==> config.mk <==
export PLATFORM = sky130hd
export DESIGN_NAME = priority_stack_sorted_insert
export DESIGN_NICKNAME = d
export VERILOG_FILES = /design/src/hdl/pstk_pkg.sv /design/src/hdl/pstk_ctrl.sv /design/src/hdl/pstk_dpath.sv /design/src/hdl/priority_stack_sorted_insert.sv
export SDC_FILE = /design/constraint.sdc
export NUM_CORES = 2
export LEC_CHECK = 0
export BUFFER_PORTS_ARGS = -buffer_cell sky130_fd_sc_hd__buf_2
export CAP_MARGIN = 20
export CELL_PAD_IN_SITES_DETAIL_PLACEMENT = 0
export CELL_PAD_IN_SITES_GLOBAL_PLACEMENT = 2
export CORE_AREA = 2 2 368 370
export DETAILED_ROUTE_END_ITERATION = 16
export DIE_AREA = 0 0 370 372
export GPL_TIMING_DRIVEN = 0
export PLACE_DENSITY = 0.66
export SLEW_MARGIN = 20
export SYNTH_ARGS = -nofsm -noshare
export SYNTH_HDL_FRONTEND = slang
export SYNTH_HIERARCHICAL = 1
export SYNTH_SLANG_ARGS = --single-unit
==> constraint.sdc <==
create_clock -name clk -period 8 [get_ports clk]
set_input_delay 2.4 -clock clk [delete_from_list [all_inputs] [get_ports clk]]
set_output_delay 2.4 -clock clk [all_outputs]
set_load 0.01 [all_outputs]
==> src/hdl/pstk_pkg.sv <==
// Shared types and constants for the priority stack block.
// No dependencies; every other file imports this package.
package pstk_pkg;

    localparam int CAPACITY   = 16;
    localparam int ELEM_WIDTH = 32;
    localparam int PRIO_WIDTH = 8;
    localparam int CNT_WIDTH  = $clog2(CAPACITY + 1);

    // request codes (code 3 behaves as a query)
    localparam logic [1:0] REQ_PUSH  = 2'd0;
    localparam logic [1:0] REQ_POP   = 2'd1;
    localparam logic [1:0] REQ_QUERY = 2'd2;

    // result status codes
    localparam logic [1:0] ST_OK         = 2'd0;
    localparam logic [1:0] ST_POP_EMPTY  = 2'd1;
    localparam logic [1:0] ST_PUSH_FULL  = 2'd2;

    typedef struct packed {
        logic [1:0]            req_type;
        logic [ELEM_WIDTH-1:0] elem_in;
        logic [PRIO_WIDTH-1:0] prio_in;
    } req_word_t;

    typedef struct packed {
        logic [ELEM_WIDTH-1:0] head_elem;
        logic [PRIO_WIDTH-1:0] head_prio;
        logic [CNT_WIDTH-1:0]  entry_count;
        logic                  is_empty;
        logic [1:0]            status;
    } rsp_word_t;

    typedef enum logic [0:0] {
        FSM_IDLE,
        FSM_EXEC
    } fsm_state_t;

    // controller -> datapath
    typedef struct packed {
        logic load;   // capture the accepted request word
        logic exec;   // apply it to the cells and load the result register
    } pstk_cmd_t;

    // datapath -> controller
    typedef struct packed {
        logic rsp_free;  // result register empty or being taken this cycle
    } pstk_sts_t;

endpackage

==> src/hdl/pstk_ctrl.sv <==
// Controller FSM for the priority stack: sequences capture and update.
// Depends on pstk_pkg.
module pstk_ctrl
(
    input  logic               clk,
    input  logic               rst_n,
    input  logic               req_valid,
    output logic               req_stall,
    input  pstk_pkg::pstk_sts_t sts,
    output pstk_pkg::pstk_cmd_t cmd
);
    import pstk_pkg::*;

    fsm_state_t state_reg;
    fsm_state_t state_next;

    always_ff @(posedge clk or negedge rst_n)
    begin
        if (!rst_n)
        begin
            state_reg <= FSM_IDLE;
        end
        else
        begin
            state_reg <= state_next;
        end
    end

    always_comb
    begin
        state_next = state_reg;
        req_stall  = 1'b1;
        cmd        = '0;
        unique case (state_reg)
            FSM_IDLE:
            begin
                req_stall = 1'b0;
                if (req_valid)
                begin
                    cmd.load   = 1'b1;
                    state_next = FSM_EXEC;
                end
            end
            FSM_EXEC:
            begin
                // wait here only while an old result is still held
                if (sts.rsp_free)
                begin
                    cmd.exec   = 1'b1;
                    state_next = FSM_IDLE;
                end
            end
            default:
            begin
                state_next = FSM_IDLE;
            end
        endcase
    end

endmodule

==> src/hdl/pstk_dpath.sv <==
// Datapath for the priority stack: sorted cell row, request and result registers.
// Depends on pstk_pkg.
module pstk_dpath
(
    input  logic                 clk,
    input  logic                 rst_n,
    input  pstk_pkg::req_word_t  req_word,
    input  pstk_pkg::pstk_cmd_t  cmd,
    output pstk_pkg::pstk_sts_t  sts,
    output logic                 rsp_valid,
    input  logic                 rsp_stall,
    output pstk_pkg::rsp_word_t  rsp_word
);
    import pstk_pkg::*;

    req_word_t             req_reg;
    logic [ELEM_WIDTH-1:0] elem_reg  [CAPACITY];
    logic [ELEM_WIDTH-1:0] elem_next [CAPACITY];
    logic [PRIO_WIDTH-1:0] prio_reg  [CAPACITY];
    logic [PRIO_WIDTH-1:0] prio_next [CAPACITY];
    logic [CNT_WIDTH-1:0]  count_reg;
    logic [CNT_WIDTH-1:0]  count_next;
    logic [CAPACITY-1:0]   stay;
    logic [CAPACITY-1:0]   ins;
    logic [1:0]            status;
    rsp_word_t             rsp_reg;
    rsp_word_t             rsp_next;
    logic                  rsp_valid_reg;
    logic                  rsp_valid_next;

    // cells holding a strictly higher priority keep their place on push
    always_comb
    begin
        for (int k = 0; k < CAPACITY; k++)
        begin
            stay[k] = (CNT_WIDTH'(k) < count_reg) && (prio_reg[k] > req_reg.prio_in);
        end
        ins[0] = !stay[0];
        for (int k = 1; k < CAPACITY; k++)
        begin
            ins[k] = !stay[k] && stay[k-1];
        end
    end

    always_comb
    begin
        elem_next  = elem_reg;
        prio_next  = prio_reg;
        count_next = count_reg;
        status     = ST_OK;
        unique case (req_reg.req_type)
            REQ_PUSH:
            begin
                if (count_reg == CNT_WIDTH'(CAPACITY))
                begin
                    status = ST_PUSH_FULL;
                end
                else
                begin
                    for (int k = 1; k < CAPACITY; k++)
                    begin
                        if (!stay[k])
                        begin
                            elem_next[k] = elem_reg[k-1];
                            prio_next[k] = prio_reg[k-1];
                        end
                    end
                    for (int k = 0; k < CAPACITY; k++)
                    begin
                        if (ins[k])
                        begin
                            elem_next[k] = req_reg.elem_in;
                            prio_next[k] = req_reg.prio_in;
                        end
                    end
                    count_next = count_reg + CNT_WIDTH'(1);
                end
            end
            REQ_POP:
            begin
                if (count_reg == '0)
                begin
                    status = ST_POP_EMPTY;
                end
                else
                begin
                    for (int k = 0; k < CAPACITY - 1; k++)
                    begin
                        elem_next[k] = elem_reg[k+1];
                        prio_next[k] = prio_reg[k+1];
                    end
                    count_next = count_reg - CNT_WIDTH'(1);
                end
            end
            default:
            begin
                status = ST_OK;
            end
        endcase
    end

    always_comb
    begin
        rsp_next.head_elem   = (count_next != '0) ? elem_next[0] : '0;
        rsp_next.head_prio   = (count_next != '0) ? prio_next[0] : '0;
        rsp_next.entry_count = count_next;
        rsp_next.is_empty    = (count_next == '0);
        rsp_next.status      = status;
    end

    assign rsp_valid_next = cmd.exec || (rsp_valid_reg && rsp_stall);
    assign sts.rsp_free   = !rsp_valid_reg || !rsp_stall;

    always_ff @(posedge clk or negedge rst_n)
    begin
        if (!rst_n)
        begin
            count_reg     <= '0;
            rsp_valid_reg <= 1'b0;
        end
        else
        begin
            rsp_valid_reg <= rsp_valid_next;
            if (cmd.exec)
            begin
                count_reg <= count_next;
            end
        end
    end

    always_ff @(posedge clk)
    begin
        if (cmd.load)
        begin
            req_reg <= req_word;
        end
        if (cmd.exec)
        begin
            elem_reg <= elem_next;
            prio_reg <= prio_next;
            rsp_reg  <= rsp_next;
        end
    end

    assign rsp_valid = rsp_valid_reg;
    assign rsp_word  = rsp_reg;

endmodule

==> src/hdl/priority_stack_sorted_insert.sv <==
// Top level of the bounded priority stack.
// Depends on pstk_pkg, pstk_ctrl and pstk_dpath.
//
// Bounded priority stack of CAPACITY entries (16), kept sorted by
// descending priority with the head in cell 0. A push inserts in front of
// the first entry whose priority is less than or equal to the new one, so
// equal priorities come out newest first. A pop drops the head, a query
// (and the unused code 3) leaves the stack alone. Each request word yields
// exactly one result word: head element and priority (zero when empty),
// entry count, empty flag and status (push on full dropped, pop on empty
// ignored). A request is first captured into the request register; then
// all cells compare against the new priority in parallel and shift or
// load in place, and the result lands in an output register. A new
// request is accepted while an older result is still held there, but only
// after the previous request has updated the cells; its update waits
// while the output side stalls. No clearing pass after reset: cells above
// the count are never read.
module priority_stack_sorted_insert
(
    input  logic                clk,
    input  logic                rst_n,
    input  logic                req_valid,
    output logic                req_stall,
    input  pstk_pkg::req_word_t req_word,
    output logic                rsp_valid,
    input  logic                rsp_stall,
    output pstk_pkg::rsp_word_t rsp_word
);
    import pstk_pkg::*;

    pstk_cmd_t cmd;
    pstk_sts_t sts;

    // sequencing: idle -> capture -> update
    pstk_ctrl u_ctrl
    (
        .clk       (clk),
        .rst_n     (rst_n),
        .req_valid (req_valid),
        .req_stall (req_stall),
        .sts       (sts),
        .cmd       (cmd)
    );

    // sorted cell row and result register
    pstk_dpath u_dpath
    (
        .clk       (clk),
        .rst_n     (rst_n),
        .req_word  (req_word),
        .cmd       (cmd),
        .sts       (sts),
        .rsp_valid (rsp_valid),
        .rsp_stall (rsp_stall),
        .rsp_word  (rsp_word)
    );

endmodule

==> summary.txt <==
Routing
  – DR iter-0 viols: 4025
  – Drt pass-1 iters: 6
  – Via/cell ratio: 5.80
  – Total detailed-routing wirelength: 183 mm
  – Wirelength per Cell: 32.1 um
  – Vias: 33100
  – # DRC: 0
  – Post-route antenna net violation count: 0

Synth
  – Top cells by area in the synthesized netlist: edfxtp_1, a221o_1, nand2_1
  – Sequential share of the synthesized area: 55.6%
  – Cell area after synthesis: 39800 um^2
  – Seq cells post-synth: 737
  – Synth Area per Inst: 10.9 um^2
  – Synth unique cells: 63
  – Syn Nets: 3814
  – Yosys Warn Count: 6
  – Synth top area share: 55.1%
  – Ys flop type: edfxtp_1
  – Number of flops mapped to enable cells by yosys: 730
  – Synth Instances: 3636
  – Yosys top cell by area: edfxtp_1
  – Async set or reset register ratio after synthesis: 0.950%

Min path
  – Hold Path Origin: u_dpath/rsp_valid
  – Hold Crit Depth: 2
  – HP Class: register to register
  – Hold Crit Endpoint: u_dpath/rsp_valid

Place
  – I/O Buffers: 95
  – Post-DP HPWL: 147 mm
  – GPL Wtd Cong: 0.909

Setup path
  – Crit Path Class: input port to register
  – Crit path DAT: 6.02 ns
  – CP Max Fanout: 37
  – Cells on worst reg2reg path: 12
  – Crit start category: input port
  – Worst reg2reg setup slack: 2.83 ns
  – Critical Path End Type: register
  – End of the worst register-to-register path: u_dpath/elem_reg[302]
  – CP required: 8.39 ns
  – Launching point of the worst reg2reg path: u_dpath/count_reg[1]

Run status
  – Status: finished clean

STA
  – Max frequency: 178 MHz
  – Slew HR: 16.9%
  – Fin. Hold Viols: 0
  – Total negative slack: 0 ns
  – Least-Margin Pin Slew: 1.25 ns
  – Period minus WS final: 5.62 ns
  – Max-slew violations: 0
  – WHS: 0.512 ns
  – Unrepaired setup endpoints after global routing: no
  – Worst Skew: 0.0222 ns
  – Final setup viols: 0
  – Final period util: 70.3%

CTS
  – Cts bufs inserted: 91
  – Worst-path clk slew: 0.06 ns
  – Max Root-Sink Buffers: 3
  – Clock root cell: clkbuf_16
  – Hold_buf cts: 0
  – CTS tree: built
  – Post-CTS sizing: 0
  – Post-CTS Setup Inserts: 0
  – H-tree levels: 3
  – CTS Sinks: 737
  – Worst skew pair latency: 0.71 ns

Die
  – Die X: 370 um
  – Core box area: 134000 um^2
  – Die height: 372 um
  – I/O pin count: 96
  – Std cell rows: 135
  – Initial Util: 29.6%
  – Die ar.: 138000 um^2

Cells and area
  – Syn-to-layout area delta: 16.4%
  – Commonest non-fill, non-tap cell in the layout: edfxtp_1
  – Max reg flops: 512
  – Most frequent cells in the layout: edfxtp_1, nand2_1, a221o_1
  – Share of cells above drive strength 1: 9.47%
  – Nets: 4034

Power and ir drop
  – Pwr per Cell Area: 410 nW/um^2
  – Max IR drop VDD: 0.000191 V
  – Leak pwr: 15.8 nW

Global route
  – Number of antenna violations at the first check in global routing: 14
  – Tot GR Track Use: 26.1%
  – Total gr overflow: 0
  – Largest net degree at the start of global routing: 55
  – First-pass GRT wire length: 254 mm
  – Vias in the first global route: 32400

Job
  – Max Cap Viol: 0
-- how the worst max path moves through the flow --
stage	cells past startpoint	startpoint	slack (ns)	end
floorplan	5	rsp_stall	0.91	u_dpath/elem_reg[0]
global placement	8	u_dpath/req_reg[40]	-2.80	u_dpath/elem_reg[15]
detailed placement	8	rsp_stall	1.74	u_dpath/elem_reg[303]
CTS	8	rsp_stall	2.48	u_dpath/elem_reg[302]
global route	8	rsp_stall	2.34	u_dpath/elem_reg[112]
finish	8	rsp_stall	2.38	u_dpath/elem_reg[302]
-- through the flow --
stage | total power, mW | worst slack, ns | utilization, % | area (um^2) | cells
3_5_place_dp | 14.7 | 1.74 | 32.3 | 43300 | 5543
2_1_floorplan | 11.2 | 0.913 | - | 39800 | 3636
6_report | 19.0 | 2.38 | 34.5 | 46300 | 5707
5_1_grt | 19.8 | 2.34 | 34.4 | 46300 | 5701
3_3_place_gp | 14.4 | -2.80 | 31.6 | 42500 | 5512
4_1_cts | 18.9 | 2.48 | 34.4 | 46200 | 5699
-- power by group --
part / internal [mW] / switching (mW) / total (mW)
Combinational: 2.33 / 5.50 / 7.83
Sequential: 6.02 / 0.896 / 6.92
Clock: 2.45 / 1.76 / 4.21
-- cells by family (layout without fill, tap and decap cells) --
group | after synthesis | in the layout | synth area share [%]
simple gates | 1027 | 1027 | 10.9
mux | 48 | 48 | 1.34
xor+xnor | 3 | 3 | 0.0661
other cells | 0 | 7 | 0
buf+inv | 421 | 704 | 4.11
flops | 737 | 737 | 55.6
compound gates | 1268 | 1268 | 23.8
fa+ha+maj | 132 | 132 | 4.15
-- per-layer routing --
metal,up-vias,track usage [%],part of all wire (%)
met3,257,3.39,7.3
met5,-,0,0.019
li1,14800,-,-
met1,16400,36.2,44
met2,1595,41.7,45
met4,4,9.84,3.6
-- synth_stat cells, types with 5 or more instances --
library cell,n
a221o_1,441
a22oi_1,13
a31oi_1,16
nand2_1,640
a21o_1,17
a211oi_2,10
buf_2,8
o221ai_1,6
nand2b_1,6
mux2_2,43
ha_1,132
edfxtp_1,730
mux2i_1,5
and2_1,6
nand4_1,16
a21oi_1,426
dfrtp_1,7
o21a_1,15
nor2_1,123
a221oi_1,29
o21ai_0,72
buf_6,6
nor2b_1,9
inv_1,35
nand3_1,168
o22ai_1,35
clkbuf_1,352
o211ai_1,124
buf_1,20
and3_1,38
a211oi_1,33
-- final cells by class --
type,instances,area [um^2]
fillers,13600,88000
flip-flops and latches,737,22100
multi-input cells,2478,16200
clock buffers,106,2400
well taps,1781,2230
plain buffers,386,1520
repair buffers,127,1120
clock inverters,50,533
inverters,35,131
diodes,7,17.5
-- worst max-delay path, stage by stage --
cell and delay [ns]:
buf_2 0.09, nand2_1 0.07, and2_4 0.51, clkbuf_1 0.78, o21ai_2 0.53, clkbuf_2 0.59, a21oi_4 0.74, buf_16 0.25
No activity file was read; power rests on OpenSTA's default activity.
